File: src/rtl/lesf_pkg.sv
// shared types and constants for the largest empty square finder
// no dependencies
package lesf_pkg;

  localparam int MAX_COLUMNS = 1024;
  localparam int MAX_ROWS    = 1024;

  localparam int COL_W      = $clog2(MAX_COLUMNS);
  localparam int ROW_W      = $clog2(MAX_ROWS);
  localparam int SIZE_W     = 11;
  localparam int CHAR_W     = 8;
  localparam int CFG_IDX_W  = 2;
  localparam int CFG_DATA_W = 11;

  localparam logic [CHAR_W-1:0] EMPTY_CHAR = 8'h2E;

  localparam logic [CFG_IDX_W-1:0] CFG_GRID_COLUMNS = 2'd0;
  localparam logic [CFG_IDX_W-1:0] CFG_GRID_ROWS    = 2'd1;

  typedef logic [SIZE_W-1:0] sq_size_t;
  typedef logic [COL_W-1:0]  col_t;
  typedef logic [ROW_W-1:0]  row_t;

  typedef struct packed {
    logic empty;
    col_t col;
    row_t row;
    logic first_row;
    logic row_end;
    logic map_end;
  } cell_ctl_t;

  typedef struct packed {
    sq_size_t size;
    col_t     col;
    row_t     row;
  } square_t;

endpackage

File: src/rtl/lesf_cell_unit.sv
// per-cell stage: min of three neighbors plus one, left/upper-left registers
// and best-square tracking; depends on lesf_pkg
module lesf_cell_unit (
  input  logic                 clk,
  input  logic                 rst,
  input  logic                 load,
  input  lesf_pkg::cell_ctl_t  ctl_in,
  input  lesf_pkg::sq_size_t   up_mem,
  input  logic                 out_free,
  output logic                 ready,
  output logic                 wr_en,
  output lesf_pkg::col_t       wr_addr,
  output lesf_pkg::sq_size_t   wr_data,
  output logic                 res_load,
  output lesf_pkg::square_t    res
);
  import lesf_pkg::*;

  logic      s1_valid;
  cell_ctl_t ctl;
  sq_size_t  left_size;
  sq_size_t  upper_left_size;
  square_t   best;

  logic        advance;
  sq_size_t    up;
  sq_size_t    m;
  sq_size_t    v;
  logic [SIZE_W:0] col_span;
  logic [SIZE_W:0] row_span;
  logic [SIZE_W:0] v_ext;
  square_t     best_next;

  always_comb begin
    advance = s1_valid && (!ctl.map_end || out_free);
    up      = ctl.first_row ? '0 : up_mem;
    m       = (up < left_size) ? up : left_size;
    m       = (m < upper_left_size) ? m : upper_left_size;
    v       = ctl.empty ? sq_size_t'(m + 1'b1) : '0;
    v_ext    = {1'b0, v};
    col_span = (SIZE_W + 1)'(ctl.col) + 1'b1;
    row_span = (SIZE_W + 1)'(ctl.row) + 1'b1;
    best_next = best;
    if (v > best.size) begin
      best_next.size = v;
      best_next.col  = (col_span >= v_ext) ? col_t'(col_span - v_ext) : '0;
      best_next.row  = (row_span >= v_ext) ? row_t'(row_span - v_ext) : '0;
    end
  end

  assign ready    = !s1_valid || advance;
  assign wr_en    = advance;
  assign wr_addr  = ctl.col;
  assign wr_data  = v;
  assign res_load = advance && ctl.map_end;
  assign res      = best_next;

  always_ff @(posedge clk) begin
    if (load) begin
      ctl <= ctl_in;
    end
  end

  always_ff @(posedge clk) begin
    if (rst) begin
      s1_valid        <= 1'b0;
      left_size       <= '0;
      upper_left_size <= '0;
      best            <= '0;
    end else begin
      if (ready) begin
        s1_valid <= load;
      end
      if (advance) begin
        left_size       <= ctl.row_end ? '0 : v;
        upper_left_size <= ctl.row_end ? '0 : up;
        best            <= ctl.map_end ? '0 : best_next;
      end
    end
  end

endmodule

File: config.mk
export PLATFORM = sky130hd
export DESIGN_NAME = lesf_cell_unit
export DESIGN_NICKNAME = d
export VERILOG_FILES = /design/src/rtl/lesf_pkg.sv /design/src/rtl/lesf_cell_unit.sv
export SDC_FILE = /design/constraint.sdc
export NUM_CORES = 1
export LEC_CHECK = 0
export BUFFER_PORTS_ARGS = -buffer_cell sky130_fd_sc_hd__buf_2
export CORE_MARGIN = 3
export CORE_UTILIZATION = 62
export CTS_CLUSTER_DIAMETER = 200
export DETAILED_ROUTE_END_ITERATION = 10
export GPL_ROUTABILITY_DRIVEN = 0
export PLACE_DENSITY_LB_ADDON = 0.3
export SETUP_SLACK_MARGIN = 0.05
export SYNTH_ARGS = -nofsm -noshare
export SYNTH_HDL_FRONTEND = slang
export SYNTH_SLANG_ARGS = --single-unit
File: constraint.sdc
create_clock -name clk -period 12.03 [get_ports clk]
set_input_delay 0 -clock clk [delete_from_list [all_inputs] [get_ports clk]]
set_output_delay 0 -clock clk [all_outputs]
set_load 0.02 [all_outputs]
After elaboration in Yosys (flattened, before gate mapping)
Index checks and enable logic that the tools add are counted.
{ "op_classes": {"addsub": 5, "mul": 0, "div_mod_pow": 0, "n_lt_le_gt_ge": 5, "n_eq_ne": 0, "shifts": 0, "muxes": 10, "n_bitwise": 0, "n_reduce_logical": 6} }
{ "ops": {"columns": ["cell", "count"], "rows": [
  ["11-bit 2-to-1 mux", 6],
  ["31-bit 2-to-1 mux", 2],
  ["10-bit by 1-bit adder with 11-bit output, second input constant", 2],
  ["11-bit greater-or-equal comparator", 2],
  ["11-bit < comparator", 2],
  ["10-bit 2-to-1 mux", 2],
  ["10-bit subtractor", 2],
  ["11-bit by 1-bit adder with 11-bit output, second input constant", 1],
  ["11-bit greater-than comparator", 1],
  ["1-bit logical AND", 2],
  ["1-bit logical NOT", 2],
  ["1-bit logical OR", 2]
]} }
{ "totals": {"ff_bits": 78, "latchBits": 0, "ram_bits": 0, "rom_bits": 0, "input_bits": 39, "n_memories": 0} }

Logic depth before layout (Yosys ltp)
Gate-level depths: netlist of run 1.
{ "depth": {"ltp_word": 11, "mapped_depth": 38, "mapped_depth_nobuf": 32} }

Worst setup path after synthesis of run 1
Ideal clock, no wire load.
{ "synth_path": {"kind": "register to register", "from": "register ctl[2] in the netlist's numbering", "to": "register best[28] in the netlist's numbering", "setup_time_ns": 0.070, "arrival_ns": 6.862, "required_ns": 11.960, "slack_ns": 5.097, "path_stages_with_launch": 37, "n_path_buf": 7, "path_cell_list": "edfxtp_1 clkbuf_1 nor2b_1 ha_1 a21o_1 a21o_1 a211oi_4 nand2_2 buf_2 o21ai_0 ha_1 nand2_1 o21ai_0 a221oi_1 and2_1 clkbuf_1 a31oi_4 buf_2 nor2_1 a21oi_1 ha_1 nand2_1 inv_1 ha_1 nor2b_1 o21a_1 o21a_1 o21a_1 o21a_1 o21ai_0 a21o_1 buf_2 a21o_1 nor2b_1 buf_2 buf_1 o2bb2ai_1"} }
{ "synth_between": {"elab_chain_len": 10} }
{ "synth_rtl": {"columns": ["item", "line", "rtl"], "rows": [
  ["start: declaration", "lesf_cell_unit.sv:20", "cell_ctl_t ctl;"],
  ["start signal: assignment", "lesf_cell_unit.sv:60", "ctl <= ctl_in;"],
  ["11-bit 2-to-1 mux *", "lesf_cell_unit.sv:36", "up = ctl.first_row ? '0 : up_mem;"],
  ["11-bit < comparator", "lesf_cell_unit.sv:37", "m = (up < left_size) ? up : left_size;"],
  ["11-bit 2-to-1 mux *", "lesf_cell_unit.sv:37", null],
  ["11-bit < comparator", "lesf_cell_unit.sv:38", "m = (m < upper_left_size) ? m : upper_left_size;"],
  ["11-bit 2-to-1 mux *", "lesf_cell_unit.sv:38", null],
  ["11-bit by 1-bit adder with 11-bit output *", "lesf_cell_unit.sv:39", "v = ctl.empty ? sq_size_t'(m + 1'b1) : '0;"],
  ["11-bit 2-to-1 mux *", "lesf_cell_unit.sv:39", null],
  ["net wr_data[1]", "lesf_cell_unit.sv:13", "output lesf_pkg::sq_size_t wr_data,"],
  ["11-bit greater-than comparator *", "lesf_cell_unit.sv:44", "if (v > best.size) begin"],
  ["31-bit 2-to-1 mux *", "lesf_cell_unit.sv:44", null],
  ["31-bit 2-to-1 mux *", "lesf_cell_unit.sv:77", "best <= ctl.map_end ? '0 : best_next;"],
  ["end signal: assignment", "lesf_cell_unit.sv:77", null],
  ["end: declaration", "lesf_cell_unit.sv:23", "square_t best;"]
]} }
Mark *: on every way through the listed nets, which the timed path passes. The rest lies on a longest branch.
A chain may end at the register's enable or synchronous reset.

Final worst setup path of run 1
{ "layout_path": {"from": "register ctl[2] in the netlist's numbering", "to": "register best[22] in the netlist's numbering"} }
{ "layout_between": {"elab_chain_len": 10} }
{ "layout_rtl": {"columns": ["item", "line"], "rows": [
  ["11-bit 2-to-1 mux *", "lesf_cell_unit.sv:36"],
  ["11-bit < comparator", "lesf_cell_unit.sv:37"],
  ["11-bit 2-to-1 mux *", "lesf_cell_unit.sv:37"],
  ["11-bit < comparator", "lesf_cell_unit.sv:38"],
  ["11-bit 2-to-1 mux *", "lesf_cell_unit.sv:38"],
  ["11-bit by 1-bit adder with 11-bit output *", "lesf_cell_unit.sv:39"],
  ["11-bit 2-to-1 mux *", "lesf_cell_unit.sv:39"],
  ["11-bit greater-than comparator", "lesf_cell_unit.sv:44"],
  ["31-bit 2-to-1 mux *", "lesf_cell_unit.sv:44"],
  ["31-bit 2-to-1 mux *", "lesf_cell_unit.sv:77"]
]} }
Every way passes the cells marked *; elsewhere a longest branch is shown, timed or not.

==> summary.md, run 1 <==
| Metric | Value |
|---|---|
| Placed inst area | `6250 um2` |
| Worst-Margin Slew | `1160 ps` |
| Fillers | `658` |
| Seq cells post-synth | `78` |
| Sequential element share of the synthesized area | `31.0%` |
| RSZ-0062 raised after global routing | `no` |
| Yosys top cell by area | `dfxtp_1` |
| Row count | `34` |
| Ys async rst share | `0%` |
| TritonCTS clock tree | `built` |
| Core Util, Final | `75.2%` |
| H-tree levels | `3` |
| Initial Util | `around two thirds` |
| Hold path cells | `2` |
| PD cells | `168 nW/um2` |
| Setup TNS | `0 ps` |
| Final wirelength | `approximately 16,000 um` |
| Hold EP | `left_size[6]` |
| Synthesized area | `5810 um2` |
| Most common cell after layout, fill and taps aside | `buf_2` |
| Worst stage delay on the critical path | `940 ps` |
| Final nets | `879` |
| Detailed placement HPWL | `11,800 um` |
| TritonRoute pass-1 iters | `5` |
| Final Hold Violating Endpoints | `0` |
| Grt total ovfl | `0` |
| Num CTS Buffers | `9` |
| Setup bufs post-CTS | `0` |
| Worst-Skew Late Latency | `360 ps` |
| Antenna violations before repair | `0` |
| HP Class | `input port to register` |
| Vias in the first global route | `5,289` |
| Antenna viol nets, final | `0` |
| Slew margin rel. | `22.2%` |
| Area of the multi-input gates | `around 3600 um2` |
| Yosys warning total | `0` |
| WP data required | `12,330 ps` |
| Critical path arrival | `approximately 8800 ps` |
| Placed insts | `roughly 850` |
| Commonest cells after routing, fill and taps aside | `buf_2, nand2_1, inv_1` |
| Port buffer count | `93` |
| Final Non-Filler Cells | `895` |
| Outcome | `finished clean` |
| Reg2reg start | `ctl[2]` |
| Leakage | `2.85 nW` |
| # clock sinks | `78` |
| Worst vdd ir | `0.000143 V` |
| Total Power | `1.13 mW` |
| CP Max Fanout | `64` |
| Final Max Tran Viols | `0` |
| R2R setup slack | `3560 ps` |
| Fin crit period | `8470 ps` |
| Sequential cell area | `1800 um2` |
| Synth cell types | `70` |
| Syn-to-layout area delta | `15.1%` |
| Vias post-DR | `5,569` |
| Die Span Y | `103 um` |
| Reg2Reg Depth | `30` |
| Ranking of synthesized cells by area | `dfxtp_1, edfxtp_1, ha_1` |
| Placeable Area | `8890 um2` |
| Iteration-0 DRC Markers | `361` |
| Cells after synthesis | `687` |
| Ant diodes | `0` |
| Prevailing post-synth register cell | `dfxtp_1` |
| Capture point of the worst reg-to-reg path | `best[22]` |
| Max_cap viols | `0` |
| Drc violations | `0` |
| WS Path Type | `register to register` |
| Critical-path top delay cell | `nor2b_2` |
| Post-route cell area | `~6700 um2` |
| Final period utilization | `between 70% and 80%` |
| Syn_nets | `784` |
| Clock slew at reported path FFs | `90 ps` |
| # setup viols final | `0` |
| Total track usage | `30.4%` |
| Die Wd | `103 um` |
| HP Start | `rst` |
| Largest net degree at the start of global routing | `65` |
| CP Launch Type | `register` |
| Fmax | `roughly 120 MHz` |
| Wirelength per Cell | `17.8 um` |
| Share of cells above drive strength 1 | `between 10% and 20%` |
| EDFF count, synth | `24` |
| Worst Skew | `around 16 ps` |
| Clk root buf | `clkbuf_8` |
| Mean Syn Cell Area | `8.46 um2` |
| IO Pins | `94` |
| Avg Vias per Cell | `6.22` |
| Max Buffers Root-to-Sink | `2` |
| Crit. End Element | `register` |
| First-pass GRT wire length | `about 25,000 um` |
| Die area | `10,600 um2` |
| Share of the synthesized area in the top cell type | `a little under a fifth` |
## synthesized netlist by cell type (all sizes together) (5+ instances only)
master    n
a21o      8
a21oi    29
a22oi     6
and3      6
buf      23
clkbuf   13
dfxtp    54
edfxtp   24
ha       56
inv      63
mux2      7
mux2i     7
nand2    78
nand2b   22
nand3    21
nand4    14
nor2     42
nor2b    10
nor3     20
o21a      5
o21ai    39
o2bb2ai  24
o31ai    24
xnor2    26
xor2     12
## layout make-up
cell class | instances | share of cell area, %
sequential | 78 | 27.0
clock buffer | 9 | 1.85
timing repair buffer | 120 | 10.9
inverter | 64 | 3.59
multi-input combinational | 509 | 53.7
tap | 108 | 2.02
clock inverter | 7 | 0.955
## timing repair
item,4_1_cts,5_1_grt
resized for setup,0,0
hold buffers,25,0
endpoints found under the hold margin,25,0
## layer usage
layer	share of wire (%)	global-route usage (%)	vias to the layer above
met3	7.6	6.29	43
met2	48	51.8	236
li1	-	-	2633
met5	0	0	-
met4	4.1	14.2	0
met1	40	36.8	2657
## worst max-delay path by stage
stage	from	to	slack, ps
finish	ctl[2]	best[22]	3560
global route	ctl[2]	best[26]	2840
CTS	ctl[2]	best[22]	3580
detailed placement	ctl[2]	best[26]	3600
global placement	ctl[2]	best[24]	3940
floorplan	ctl[2]	best[28]	5100
## metrics by stage
stage	hold slack [ps]	setup WS, ps
after floorplan	98.9	5100
after global placement	178	3940
after global routing	112	2840
after detailed placement	178	3600
after CTS	95.0	3580
final	100	3560
## power breakdown
part	internal [mW]	switching (mW)	leakage [nW]
Clock	0.0945	0.102	0.0945
Combinational	0.210	0.417	2.08
Sequential	0.286	0.0153	0.671
## worst max-delay path: cells and delay by family (launching register included)
kind | cells | cell delay, ps
AO/OA/AOI/OAI | 16 | 3180
adder cells (fa/ha/maj) | 4 | 1200
buffers and inverters | 2 | 800
multiplexers | 1 | 380
flip-flops | 1 | 530
AND/OR/NAND/NOR | 7 | 2300
## sequential cells by signal, summed over array words and instances, names as in the netlist
signal,flops
wr_addr,10
left_size,11
best,31
upper_left_size,11
ctl,14
s1_valid,1
## cell families after synthesis
| family | Yosys count | synth area share, % |
|---|---|---|
| multiplexers | 14 | 2.69 |
| AND/OR/NAND/NOR | 232 | 19.9 |
| AO/OA/AOI/OAI | 167 | 20.6 |
| flip-flops | 78 | 31.0 |
| buffers and inverters | 100 | 7.24 |
| XOR/XNOR | 38 | 5.86 |
| adder cells (fa/ha/maj) | 58 | 12.8 |
(Power assumes the default switching activity.)
==> run 2: changes to the inputs <==
--- a/config.mk
+++ b/config.mk
@@ -5,9 +5,10 @@
 export SDC_FILE = /design/constraint.sdc
 export NUM_CORES = 1
 export LEC_CHECK = 0
+export ABC_AREA = 1
 export BUFFER_PORTS_ARGS = -buffer_cell sky130_fd_sc_hd__buf_2
 export CORE_MARGIN = 3
-export CORE_UTILIZATION = 62
+export CORE_UTILIZATION = 52
 export CTS_CLUSTER_DIAMETER = 200
 export DETAILED_ROUTE_END_ITERATION = 10
 export GPL_ROUTABILITY_DRIVEN = 0
==> constraint.sdc (replaced) <==
create_clock -name clk -period 6.9 [get_ports clk]
set_input_delay 0 -clock clk [delete_from_list [all_inputs] [get_ports clk]]
set_output_delay 0 -clock clk [all_outputs]
set_load 0.02 [all_outputs]
==> run 2 against run 1 <==
- final cell count up 19%
- via count up 0.45%
- register-to-register slack worse by 2700 ps
- critical path depth up 3
- combinational power up 43%
- sequential cell count unchanged
- clock power up 120%
- core utilization down 9.8 points
- non-clock buffer count up 14
==> summary.md, run 2 <==
| Metric | Value |
|---|---|
| Row count | `37 (+8.8%)` |
| Count leader, synth | `nand2_1` |
| Most flops, register | `best` |
| Worst stage delay on the critical path | `380 ps (-560 ps)` |
| RSZ-0062 raised after global routing | `yes` |
| Crit. End Element | `output pin` |
| H-tree levels | `3 (unchanged)` |
| WP data required | `6900 ps (-5430 ps)` |
| Ys async rst share | `0% (unchanged)` |
| Synth top cells by count | `nand2_1, inv_1, a21oi_1` |
| Antenna viol nets, final | `0 (unchanged)` |
| Ranking of synthesized cells by area | `dfxtp_1, nand2_1, edfxtp_1` |
| Ant diodes | `0 (unchanged)` |
| Vias in the first global route | `5,078 (-4.0%)` |
| Avg Vias per Cell | `5.25 (-16%)` |
| Worst vdd ir | `0.000214 V (+50%)` |
| Setup TNS | `0 ps (unchanged)` |
| Antenna violations before repair | `0 (unchanged)` |
| Yosys top cell by area | `dfxtp_1` |
| Critical-path top delay cell | `edfxtp_1` |
| Placed inst area | `6290 um2 (+0.66%)` |
| Biggest regs | `best x31, ctl x14` |
| CP Launch Type | `register` |
| Fillers | `944 (+43%)` |
| Critical path buffers and inverters | `7 (+5)` |
| Die Wd | `112 um (+8.7%)` |
| Synthesized area | `5810 um2 (unchanged)` |
| Final wirelength | `15,300 um (-3.6%)` |
| CP Max Fanout | `53 (-17%)` |
| Total Power | `1.84 mW (+64%)` |
| Synth cell types | `40 (-43%)` |
| WS Path Type | `register to output pin` |
| Largest net degree at the start of global routing | `55 (-15%)` |
| TritonRoute pass-1 iters | `6 (+1)` |
| Num CTS Buffers | `9 (unchanged)` |
| Max Buffers Root-to-Sink | `2 (unchanged)` |
| Drc violations | `0 (unchanged)` |
| Yosys warning total | `0 (unchanged)` |
| Syn_nets | `914 (+17%)` |
| Critical Path Source | `ctl[2]` |
| EDFF count, synth | `24 (unchanged)` |
| R2R setup slack | `860 ps (-2700 ps)` |
| Vias post-DR | `5,594 (+0.45%)` |
| Commonest cells after routing, fill and taps aside | `nand2_1, inv_1, buf_2` |
| Detailed placement HPWL | `10,800 um (-7.7%)` |
| Cells after synthesis | `817 (+19%)` |
| Critical path arrival | `6360 ps (-2410 ps)` |
| Top Family by Delay on Critical Path | `simple AND/OR/NAND/NOR gates` |
| Worst-Skew Late Latency | `380 ps (+20 ps)` |
| Clk root buf | `clkbuf_8` |
| Fmax | `157 MHz` |
| Die area | `12,500 um2 (+18%)` |
| Final nets | `1,021 (+16%)` |
| HP Start | `up_mem[2]` |
| Wirelength per Cell | `14.4 um (-19%)` |
| Grt total ovfl | `0 (unchanged)` |
| TritonCTS clock tree | `built` |
| Prevailing post-synth register cell | `dfxtp_1` |
| Iteration-0 DRC Markers | `389 (+7.8%)` |
| Post-route cell area | `6930 um2 (+3.7%)` |
| CP most frequent cell | `nand2_1` |
| IO Pins | `94 (unchanged)` |
| Max_cap viols | `0 (unchanged)` |
| Hold WS | `3.40 ps (-96.6 ps)` |
| Syn-to-layout area delta | `19.3%` |
| Max reg flops | `31 (unchanged)` |
| Port buffer count | `93 (unchanged)` |
| Slew margin rel. | `28.9% (+6.8 points)` |
| Final Max Tran Viols | `0 (unchanged)` |
| Total track usage | `24.3% (-6.1 points)` |
| Leakage | `3.28 nW (+15%)` |
| Final Hold Violating Endpoints | `0 (unchanged)` |
| Die Span Y | `112 um (+8.7%)` |
| Initial Util | `54.8% (-11 points)` |
| Outcome | `finished clean` |
| Seq cells post-synth | `78 (unchanged)` |
| Share of cells above drive strength 1 | `18.2% (+1.5 points)` |
| Worst-Margin Slew | `1070 ps (-96.1 ps)` |
| First-pass GRT wire length | `24,600 um (-1.7%)` |
| Fin crit period | `6360 ps` |
| Mean Syn Cell Area | `7.11 um2 (-16%)` |
| Share of the synthesized area in the top cell type | `18.6% (unchanged)` |
| Most common cell after layout, fill and taps aside | `nand2_1` |
| Clock slew at reported path FFs | `90 ps (about the same)` |
| Placeable Area | `10,600 um2 (+19%)` |
| Sequential element share of the synthesized area | `31.0% (unchanged)` |
| HP Class | `input port to register` |
| Final period utilization | `just over 90%` |
| PD cells | `266 nW/um2 (+58%)` |
| # clock sinks | `78 (unchanged)` |
| Worst Skew | `13.8 ps (-1.78 ps)` |
| Reg2reg start | `ctl[2]` |
| # setup viols final | `0 (unchanged)` |
[run 2: timing repair]
action,in CTS,in global routing
buffers inserted,0,7
hold buffers,29,0
endpoints found under the setup margin,0,41
resized for setup,0,15
hold endpoints to repair,29,0
[run 2: worst min-delay path, delay by kind of cell]
kind | cells | cell delay (ps)
buffers and inverters | 2 | 150
AND/OR/NAND/NOR | 2 | 130
AO/OA/AOI/OAI | 1 | 50
[run 2: layer usage]
metal	part of all wire, %	track usage [%]	vias to the layer above
li1	-	-	2883
met1	43	29.9	2531
met5	0	0	-
met3	7.3	7.39	25
met4	1.9	7.06	0
met2	48	41.3	155
[run 2: stage by stage]
step	std cells	util, %	worst slack (ps)
floorplan	817	-	808
global placement	1012	59.3	678
detailed placement	1012	59.3	595
CTS	1057	64.4	221
global route	1065	65.4	-49.0
finish	1065	65.4	543
[run 2: layout make-up]
class,instances,area (um2),area share [%]
clock inverter,7,121,1.75
clock buffer,9,124,1.79
timing repair buffer,134,858,12.4
sequential,78,1800,26.0
tap,136,170,2.46
multi-input combinational,586,3420,49.3
inverter,115,439,6.34
[run 2: power breakdown]
part / total (mW) / switching (mW) / internal [mW]
Combinational: 0.897 / 0.598 / 0.298
Clock: 0.430 / 0.188 / 0.242
Sequential: 0.517 / 0.0186 / 0.499
Total: 1.84 / 0.804 / 1.04
[run 2: cell families (layout without fill, tap and decap cells)]
group                    after synthesis  after routing  share of synthesized area (%)
buffers and inverters                154            265                           11.0
XOR/XNOR                              26             26                           3.92
AO/OA/AOI/OAI                        149            149                           14.7
adder cells (fa/ha/maj)               58             58                           12.8
flip-flops                            78             78                           31.0
AND/OR/NAND/NOR                      352            353                           26.6
[run 2: final timing paths]
check,to,depth (start not counted)
setup / recovery,res[17],33
hold / removal,upper_left_size[2],5
setup reg to reg,best[17],34
hold reg to reg,best[27],2
